**src/rtl/b64_pkg.sv**
```systemverilog
// ----------------------------------------------------------------------------
// b64_pkg
// Shared types, character constants and alphabet mapping for the Base64 codec.
// ----------------------------------------------------------------------------
package b64_pkg;

  localparam logic [7:0] PAD_CHAR   = 8'h3D;
  localparam logic [7:0] CHAR_UP_A  = 8'h41;
  localparam logic [7:0] CHAR_UP_Z  = 8'h5A;
  localparam logic [7:0] CHAR_LO_A  = 8'h61;
  localparam logic [7:0] CHAR_LO_Z  = 8'h7A;
  localparam logic [7:0] CHAR_ZERO  = 8'h30;
  localparam logic [7:0] CHAR_NINE  = 8'h39;
  localparam logic [7:0] CHAR_PLUS  = 8'h2B;
  localparam logic [7:0] CHAR_SLASH = 8'h2F;

  localparam logic MODE_ENCODE = 1'b0;
  localparam logic MODE_DECODE = 1'b1;

  localparam int unsigned RES_DEPTH = 3;

  typedef struct packed {
    logic [7:0] data;
    logic       has_data;
    logic       last;
  } res_t;

  function automatic logic [7:0] enc_char(input logic [5:0] v);
    logic [7:0] w;
    w = {2'b00, v};
    if (v < 6'd26) begin
      return CHAR_UP_A + w;
    end else if (v < 6'd52) begin
      return CHAR_LO_A + w - 8'd26;
    end else if (v < 6'd62) begin
      return CHAR_ZERO + w - 8'd52;
    end else if (v == 6'd62) begin
      return CHAR_PLUS;
    end else begin
      return CHAR_SLASH;
    end
  endfunction

  function automatic logic [5:0] dec_sextet(input logic [7:0] c);
    logic [7:0] d;
    d = 8'd63;
    if (c >= CHAR_UP_A && c <= CHAR_UP_Z) begin
      d = c - CHAR_UP_A;
    end else if (c >= CHAR_LO_A && c <= CHAR_LO_Z) begin
      d = c - CHAR_LO_A + 8'd26;
    end else if (c >= CHAR_ZERO && c <= CHAR_NINE) begin
      d = c - CHAR_ZERO + 8'd52;
    end else if (c == CHAR_PLUS) begin
      d = 8'd62;
    end
    return d[5:0];
  endfunction

endpackage

```
**src/rtl/base64_stream_codec.sv**
```systemverilog
// ----------------------------------------------------------------------------
// base64_stream_codec
// Streaming Base64 encoder/decoder, standard alphabet, one item per transfer.
//
//   Channel   Dir  Handshake                   Payload
//   s_axis    in   s_axis_tvalid/tready        tdata=in_byte, tlast=last_in
//   m_axis    out  m_axis_tvalid/tready        tdata=out_byte, tuser=has_data,
//                                              tlast=last_out
//   cfg       in   cfg_valid/cfg_ready         cfg_data=mode
//
// An accepted item sits in an input register, is converted combinationally
// into up to three results in a result register, and the results leave one
// per cycle while m_axis is ready. Sustained encode rate is set by the
// single-result output port. The input register takes one more transfer while
// results wait on a stalled m_axis, then holds s_axis_tready low. Reset clears
// mode and the group state; a cfg transfer also clears the group state.
// ----------------------------------------------------------------------------
module base64_stream_codec
  import b64_pkg::*;
(
  input  logic       clk,
  input  logic       rst,
  input  logic       s_axis_tvalid,
  output logic       s_axis_tready,
  input  logic [7:0] s_axis_tdata,   // [7:0] in_byte
  input  logic       s_axis_tlast,
  output logic       m_axis_tvalid,
  input  logic       m_axis_tready,
  output logic [7:0] m_axis_tdata,   // [7:0] out_byte
  output logic       m_axis_tuser,   // [0] has_data
  output logic       m_axis_tlast,
  input  logic       cfg_valid,
  output logic       cfg_ready,
  input  logic       cfg_data
);

  logic       mode;
  logic [1:0] group_phase;
  logic [5:0] carried_bits;
  logic       padding_seen;

  logic       item_valid;
  logic [7:0] item_byte;
  logic       item_last;

  res_t       res [RES_DEPTH];
  logic [1:0] res_cnt;

  res_t       res_next [RES_DEPTH];
  logic [1:0] res_cnt_next;
  logic [1:0] group_phase_next;
  logic [5:0] carried_bits_next;
  logic       padding_seen_next;
  logic [5:0] sextet;
  logic       load;
  logic       cfg_fire;

  assign load = item_valid && ((res_cnt == 2'd0) || (res_cnt == 2'd1 && m_axis_tready));
  assign s_axis_tready = !item_valid || load;
  assign cfg_ready = !item_valid && (res_cnt == 2'd0);
  assign cfg_fire = cfg_valid && cfg_ready;

  assign m_axis_tvalid = (res_cnt != 2'd0);
  assign m_axis_tdata  = res[0].data;
  assign m_axis_tuser  = res[0].has_data;
  assign m_axis_tlast  = res[0].last;

  assign sextet = dec_sextet(item_byte);

  always_comb begin
    for (int i = 0; i < RES_DEPTH; i++) begin
      res_next[i] = '{data: 8'd0, has_data: 1'b1, last: 1'b0};
    end
    res_cnt_next      = 2'd0;
    group_phase_next  = group_phase;
    carried_bits_next = carried_bits;
    padding_seen_next = padding_seen;

    if (mode == MODE_ENCODE) begin
      case (group_phase)
        2'd1: begin
          res_next[0].data  = enc_char(carried_bits | {2'b00, item_byte[7:4]});
          carried_bits_next = {item_byte[3:0], 2'b00};
          group_phase_next  = 2'd2;
          res_cnt_next      = 2'd1;
          if (item_last) begin
            res_next[1].data = enc_char({item_byte[3:0], 2'b00});
            res_next[2].data = PAD_CHAR;
            res_cnt_next     = 2'd3;
          end
        end
        2'd2: begin
          res_next[0].data  = enc_char(carried_bits | {4'b0000, item_byte[7:6]});
          res_next[1].data  = enc_char(item_byte[5:0]);
          carried_bits_next = 6'd0;
          group_phase_next  = 2'd0;
          res_cnt_next      = 2'd2;
        end
        default: begin
          res_next[0].data  = enc_char(item_byte[7:2]);
          carried_bits_next = {item_byte[1:0], 4'b0000};
          group_phase_next  = 2'd1;
          res_cnt_next      = 2'd1;
          if (item_last) begin
            res_next[1].data = enc_char({item_byte[1:0], 4'b0000});
            res_next[2].data = PAD_CHAR;
            res_cnt_next     = 2'd3;
          end
        end
      endcase
    end else begin
      group_phase_next = group_phase + 2'd1;
      if (!padding_seen) begin
        case (group_phase)
          2'd0: begin
            carried_bits_next = sextet;
          end
          2'd1: begin
            res_next[0].data  = {carried_bits, sextet[5:4]};
            res_cnt_next      = 2'd1;
            carried_bits_next = sextet;
          end
          2'd2: begin
            if (item_byte == PAD_CHAR) begin
              padding_seen_next = 1'b1;
            end else begin
              res_next[0].data  = {carried_bits[3:0], sextet[5:2]};
              res_cnt_next      = 2'd1;
              carried_bits_next = sextet;
            end
          end
          default: begin
            if (item_byte == PAD_CHAR) begin
              padding_seen_next = 1'b1;
            end else begin
              res_next[0].data  = {carried_bits[1:0], sextet};
              res_cnt_next      = 2'd1;
              carried_bits_next = sextet;
            end
          end
        endcase
      end
    end

    if (item_last) begin
      if (res_cnt_next == 2'd0) begin
        res_next[0]  = '{data: 8'd0, has_data: 1'b0, last: 1'b0};
        res_cnt_next = 2'd1;
      end
      res_next[res_cnt_next - 2'd1].last = 1'b1;
      group_phase_next  = 2'd0;
      carried_bits_next = 6'd0;
      padding_seen_next = 1'b0;
    end
  end

  always_ff @(posedge clk) begin
    if (rst) begin
      mode         <= MODE_ENCODE;
      group_phase  <= 2'd0;
      carried_bits <= 6'd0;
      padding_seen <= 1'b0;
      item_valid   <= 1'b0;
      res_cnt      <= 2'd0;
    end else begin
      if (cfg_fire) begin
        mode         <= cfg_data;
        group_phase  <= 2'd0;
        carried_bits <= 6'd0;
        padding_seen <= 1'b0;
      end else if (load) begin
        group_phase  <= group_phase_next;
        carried_bits <= carried_bits_next;
        padding_seen <= padding_seen_next;
      end

      if (s_axis_tvalid && s_axis_tready) begin
        item_valid <= 1'b1;
      end else if (load) begin
        item_valid <= 1'b0;
      end

      if (load) begin
        res_cnt <= res_cnt_next;
      end else if (m_axis_tvalid && m_axis_tready) begin
        res_cnt <= res_cnt - 2'd1;
      end
    end
  end

  always_ff @(posedge clk) begin
    if (s_axis_tvalid && s_axis_tready) begin
      item_byte <= s_axis_tdata;
      item_last <= s_axis_tlast;
    end
    if (load) begin
      for (int i = 0; i < RES_DEPTH; i++) begin
        res[i] <= res_next[i];
      end
    end else if (m_axis_tvalid && m_axis_tready) begin
      res[0] <= res[1];
      res[1] <= res[2];
    end
  end

  // An end marker always closes a message.
  a_marker_last: assert property (@(posedge clk) disable iff (rst)
    m_axis_tvalid && !m_axis_tuser |-> m_axis_tlast)
    else $error("end marker without tlast");

  // A last item always yields at least one result.
  a_last_has_result: assert property (@(posedge clk) disable iff (rst)
    load && item_last |-> res_cnt_next != 2'd0)
    else $error("last item produced no result");

  // Group state is clear after a message ends.
  a_state_cleared: assert property (@(posedge clk) disable iff (rst)
    load && item_last |=> group_phase == 2'd0 && carried_bits == 6'd0 && !padding_seen)
    else $error("group state not cleared after last item");

  // An empty input register always takes a transfer.
  a_ready_when_empty: assert property (@(posedge clk) disable iff (rst)
    !item_valid |-> s_axis_tready)
    else $error("input register empty but not ready");

endmodule

```
**config.mk**
```make
export PLATFORM = sky130hd
export DESIGN_NAME = base64_stream_codec
export DESIGN_NICKNAME = d
export VERILOG_FILES = /design/src/rtl/b64_pkg.sv /design/src/rtl/base64_stream_codec.sv
export SDC_FILE = /design/constraint.sdc
export NUM_CORES = 1
export LEC_CHECK = 0
export BUFFER_PORTS_ARGS = -buffer_cell sky130_fd_sc_hd__buf_2
export CAP_MARGIN = 20
export CORE_ASPECT_RATIO = 1.4
export CORE_UTILIZATION = 40
export DETAILED_ROUTE_END_ITERATION = 12
export PLACE_DENSITY_LB_ADDON = 0.15
export SYNTH_ARGS = -nofsm -noshare
export SYNTH_HDL_FRONTEND = slang
export SYNTH_SLANG_ARGS = --single-unit
```
**constraint.sdc**
```tcl
create_clock -name clk -period 2.7 [get_ports clk]
set_input_delay 0.405 -clock clk [delete_from_list [all_inputs] [get_ports clk]]
set_output_delay 0.405 -clock clk [all_outputs]
set_load 0.01 [all_outputs]
```
After elaboration in Yosys (flattened, before gate mapping)
Memory sizes are Yosys's and may differ from the RTL's.
Cells that the tools add are included.
{ "totals": {"output_inout_bits": 13, "n_memories": 1, "ram_bits": 30, "elab_cells": 192, "input_bits": 15, "rom_bits": 0, "latchBits": 0, "register_bits": 22} }
{ "memory_table": {"columns": ["memory", "depth", "width", "read_ports", "rd_ports_with_merged_regs", "write_ports", "line", "source"], "rows": [
  ["res", 3, 10, 3, 0, 3, "base64_stream_codec.sv:46", "res_t res [RES_DEPTH];"]
]} }
{ "op_classes": {"add_sub_neg": 38, "eq_ne": 11, "n_reduce_logical": 24, "div": 0, "n_mul": 0, "n_bitwise": 5, "muxes": 79, "shift": 0, "n_lt_le_gt_ge": 26} }
{ "ops": {"columns": ["cell", "count"], "rows": [
  ["8-bit 2-to-1 mux", 25],
  ["7-bit by 6-bit adder with 8-bit output (first input constant)", 12],
  ["6-bit < comparator (second input constant)", 12],
  ["6-bit 2-to-1 mux", 11],
  ["7-bit by 6-bit subtractor with 8-bit output (second input constant)", 6],
  ["8-bit by 5-bit subtractor with 8-bit output (second input constant)", 6],
  ["6-bit by 6-bit adder with 7-bit output (first input constant)", 6],
  ["10-bit 2-to-1 mux", 4],
  ["6-bit by 5-bit < comparator with 1-bit output (second input constant)", 6],
  ["8-bit one-hot mux with 2 select lines", 2],
  ["30-bit bitwise mux", 1],
  ["30-bit 2-to-1 mux", 1],
  ["6-bit == test (second input constant)", 4],
  ["8-bit one-hot mux with 3 select lines", 1],
  ["10-bit demux with 2-bit select", 1],
  ["2-bit 2-to-1 mux", 10],
  ["8-bit by 6-bit == test with 1-bit output (second input constant)", 2],
  ["8-bit by 7-bit greater-or-equal comparator with 1-bit output (second input constant)", 2],
  ["8-bit by 7-bit <= comparator with 1-bit output (second input constant)", 2],
  ["1-bit 2-to-1 mux", 16],
  ["3-bit 2-to-1 mux", 4],
  ["6-bit one-hot mux with 2 select lines", 1],
  ["6-bit subtractor (second input constant)", 2],
  ["1-bit logical AND", 10],
  ["other kinds (26)", 36]
]} }

Depth between registers and ports, before layout
{ "logic_depth": {"ltp_word": 17, "depth_mapped": 12, "mapped_depth_nobuf": 10} }

Worst setup path after synthesis
Ideal clock, no wire load.
{ "synth_path": {"path_type": "reg2reg", "from": "reg item_byte[2]", "to": "mem res[0][4] (netlist bit) (data pin)", "period_less_slack_ns": 2.899, "path_stages_with_launch": 12, "t_arrival_ns": 2.634, "required_ns": 2.435, "setup_time_ns": 0.265, "n_path_buf": 2, "path_slack_ns": -0.199, "cell_sequence": "edfxtp_1 > buf_6 > clkbuf_1 > inv_1 > ha_1 > inv_1 > a21oi_1 > o221ai_2 > a32oi_1 > a221o_1 > a221oi_1 > o32ai_1"} }
{ "synth_lines": {"columns": ["item", "line", "source"], "rows": [
  ["from (decl)", "base64_stream_codec.sv:43", "logic [7:0] item_byte;"],
  ["from (signal assigned)", "base64_stream_codec.sv:193", "item_byte <= s_axis_tdata;"],
  ["to (decl)", "base64_stream_codec.sv:46", null]
]} }

==> flow_metrics.env <==
export IMPL_worstSetupPathType="reg -> reg"
export IMPL_synthCells=591
export IMPL_syn_avg_cell_area_sq_um=7.82
export IMPL_syn2layout_area_growth_pct=20.6
export IMPL_synth_area_sq_um=4620
export IMPL_clk_pin_slew_ns=0.08
export IMPL_clock_sinks=43
export IMPL_finalHoldViolations=0
export IMPL_met2_usage=0.511
export IMPL_rsz0062_at_grt="yes"
export IMPL_die_w_microns=92.9
export IMPL_p_sw_mw=1.11
export IMPL_grt_use_met3=0.0335
export IMPL_critPathCaptureType="flip-flop"
export IMPL_fin_nets=705
export IMPL_syn_num_nets=639
export IMPL_power_density_nw_per_um2=496
export IMPL_io_pins=28
export IMPL_drt_pass1_iterations=5
export IMPL_cts_tree="built"
export IMPL_cap_violations=0
export IMPL_start_util=0.410
export IMPL_design_core_area_sq_um=11300
export IMPL_synth_cell_types=72
export IMPL_setup_violations=0
export IMPL_required_ns=2.74
export IMPL_dieArea_sq_um=12000
export IMPL_drc=0
export IMPL_tightest_slew_ns=0.731
export IMPL_cts_buffers=5
export IMPL_clk_latency_ns=0.30
export IMPL_grt_pass1_vias=4700
export IMPL_hold_slack_ns=0.272
export IMPL_sequentialPowerShare=0.328
export IMPL_hold_class="in -> reg"
export IMPL_grt_start_max_net_pins=19
export IMPL_grt_overflow_total=0
export IMPL_final_util=0.494
export IMPL_yosys_warnings=0
export IMPL_grt_antenna_before_repair=1
export IMPL_drt_wl_total_microns=17400
export IMPL_power_internal_mw=1.66
export IMPL_port_buffers=27
export IMPL_ys_async_sr_fraction=0
export IMPL_r2r_cells=9
export IMPL_combPwrFrac=0.434
export IMPL_gp_congestion=1.01
export IMPL_rows=46
export IMPL_hpwlAfterDp_microns=13700
export IMPL_drv_slew=0
export IMPL_globalRouteMet1Util=0.351
export IMPL_max_freq_ghz=0.381
export IMPL_finalCritPeriodShare=0.971
export IMPL_n_antenna_cell=0
export IMPL_filler_cell_count=1149
export IMPL_num_vias=5021
export IMPL_grt_pass1_wl_microns=26500
export IMPL_crit_arrival_ns=2.66
export IMPL_cts_hold_buf=0
export IMPL_multiInputGateArea_sq_um=3200
export IMPL_power_leakage_nw=2.12
export IMPL_fin_crit_ns=2.62
export IMPL_ff_latch_area_sq_um=1160
export IMPL_cp_max_fo=6
export IMPL_outcome="finished, final reports clean"
export IMPL_fin_tns_setup_ns=0
export IMPL_synth_seq_cells=43
export IMPL_min_delay_path_depth=1
export IMPL_clockBufferDepth=2
export IMPL_final_antenna_net_count=0
export IMPL_synth_edf_count=30
export IMPL_layout_drive_gt1_share=0.231
export IMPL_skew_ns=0.0107
export IMPL_wl_per_cell_microns=21.7
export IMPL_avgViaCountPerCell=6.26
export IMPL_peakVddDrop_mv=0.327
export IMPL_clkPwrFrac=0.238
export IMPL_synth_top_flop_cell="edfxtp_1"
export IMPL_slew_headroom=0.500
export IMPL_grt_usage=0.291
export IMPL_reg2reg_slack_ns=0.08
export IMPL_seq_area_frac_synth=0.251
export IMPL_sw_frac_of_total=0.401
export IMPL_root_buffer="clkbuf_16"
export IMPL_grt_busiest_layer="met2"
export IMPL_cp_start_kind="flip-flop"
export IMPL_die_h_microns=129
export IMPL_htreeDepth=2
export IMPL_drtIter0Drc=323
## cell usage in the layout (no fill, tap or decap), types with 6 or more instances in the layout
master and n:
xnor2_1 13, inv_1 30, o21a_1 6, buf_4 80
a21oi_1 47, dfxtp_1 13, o21ai_0 39, nand2_1 53
or3_1 11, a21o_1 8, mux2i_1 7, a211oi_1 16
o211ai_1 11, a22oi_1 6, nor2b_1 6, ha_1 31
a311oi_1 8, nand3_1 15, buf_2 27, o31ai_1 8
nor3_1 14, edfxtp_1 30, nand4_1 8, nor2_1 44
a31oi_1 15
## through the flow
step | instances | cell area [sq um] | power (mW) | worst slack, ns
2_1_floorplan | 591 | 4630 | 1.65 | 0.000136
3_3_place_gp | 789 | 5280 | 2.06 | -0.0341
3_5_place_dp | 789 | 5280 | 2.06 | -0.0189
4_1_cts | 797 | 5440 | 2.72 | 0.0106
5_1_grt | 802 | 5580 | 2.89 | -0.0672
6_report | 802 | 5580 | 2.77 | 0.0770
## kinds of logic after synthesis
kind of cell | Yosys count | share of synthesized area
flops | 43 | 0.251
mux | 8 | 0.0176
fa+ha+maj | 33 | 0.0893
buf+inv | 82 | 0.0801
simple gates | 188 | 0.203
compound gates | 223 | 0.332
xor+xnor | 14 | 0.0265
## cells in the mapped netlist, types with 3 or more instances
cell type  count  area, sq um
a221oi_1       8         70.1
or3_1         12         75.1
a211o_1        3         26.3
xnor2_1       13          114
ha_1          33          413
nor4_1         4         25.0
and2_1         5         31.3
nand3_1       15         75.1
a21o_1         8         60.1
a22oi_1        6         45.0
a32oi_1        3         26.3
inv_1         32          120
o21a_1         6         45.0
nand2_1       53          199
o21ai_0       40          200
nand4_1        8         50.1
edfxtp_1      30          901
nor2_1        44          165
buf_4         10         75.1
o311ai_0       3         26.3
nand2b_1       7         43.8
dfxtp_1       13          260
a31oi_1       16          100
a211oi_1      18          135
a21oi_1       50          250
nor2b_1        6         37.5
clkbuf_1      29          109
o2111ai_1      4         35.0
and3_1         5         31.3
a311oi_1       8         70.1
o41ai_1        3         26.3
buf_2          8         40.0
o31ai_1        8         60.1
o211ai_1      11         82.6
mux2i_1        7         70.1
nor3_1        14         70.1
## cell type report
| type | instances | share of cell area |
|---|---|---|
| multi-input combinational | 466 | 0.575 |
| sequential | 43 | 0.208 |
| timing repair buffer | 108 | 0.136 |
| tap | 144 | 0.0323 |
| clock buffer | 5 | 0.0224 |
| inverter | 33 | 0.0224 |
| clock inverter | 3 | 0.00426 |
## routing by layer
layer  vias to the layer above  part of all wire
met3                        59             0.044
met2                       200              0.49
met4                         2             0.055
met5                         -           0.00075
met1                      2386              0.41
li1                       2374                 -
## worst max-delay path, cell delays in order (launching register included)
cell	delay (ns)
edfxtp_1	0.40
inv_2	0.08
ha_1	0.23
nor2b_1	0.15
o211a_1	0.28
nor3_4	0.32
a21oi_1	0.12
a221o_1	0.40
a221oi_2	0.24
o32ai_1	0.12
## path summary, 6_finish.rpt
kind	start	end
hold reg to reg	res[0][10]$_DFFE_PP_	res[0][0]$_DFFE_PP_
setup reg to reg	item_byte[2]$_DFFE_PP_	res[0][4]$_DFFE_PP_
hold / removal	s_axis_tdata[0]	item_byte[0]$_DFFE_PP_
setup / recovery	item_byte[2]$_DFFE_PP_	res[0][4]$_DFFE_PP_
## sequential cells by signal (all words and copies together) (netlist names)
signal / count
carried_bits: 6
item_valid: 1
padding_seen: 1
group_phase: 2
item_last: 1
mode: 1
res: 21
res_cnt: 2
item_byte: 8
## power groups by stage
stage                     registers (mW)  clock network [mW]  logic, mW
after global routing               0.917               0.682       1.29
after detailed placement           0.922                   0       1.14
after floorplan                    0.899                   0      0.752
final                              0.907               0.658       1.20
after CTS                          0.908               0.660       1.15
after global placement             0.922                   0       1.14
## timing repair
action,in CTS,in global routing
cloned,0,0
resized for setup,1,20
buffers inserted,0,5
endpoints found under the setup margin,1,10
pin swaps,0,5
Power figures use the tool's default switching activity.
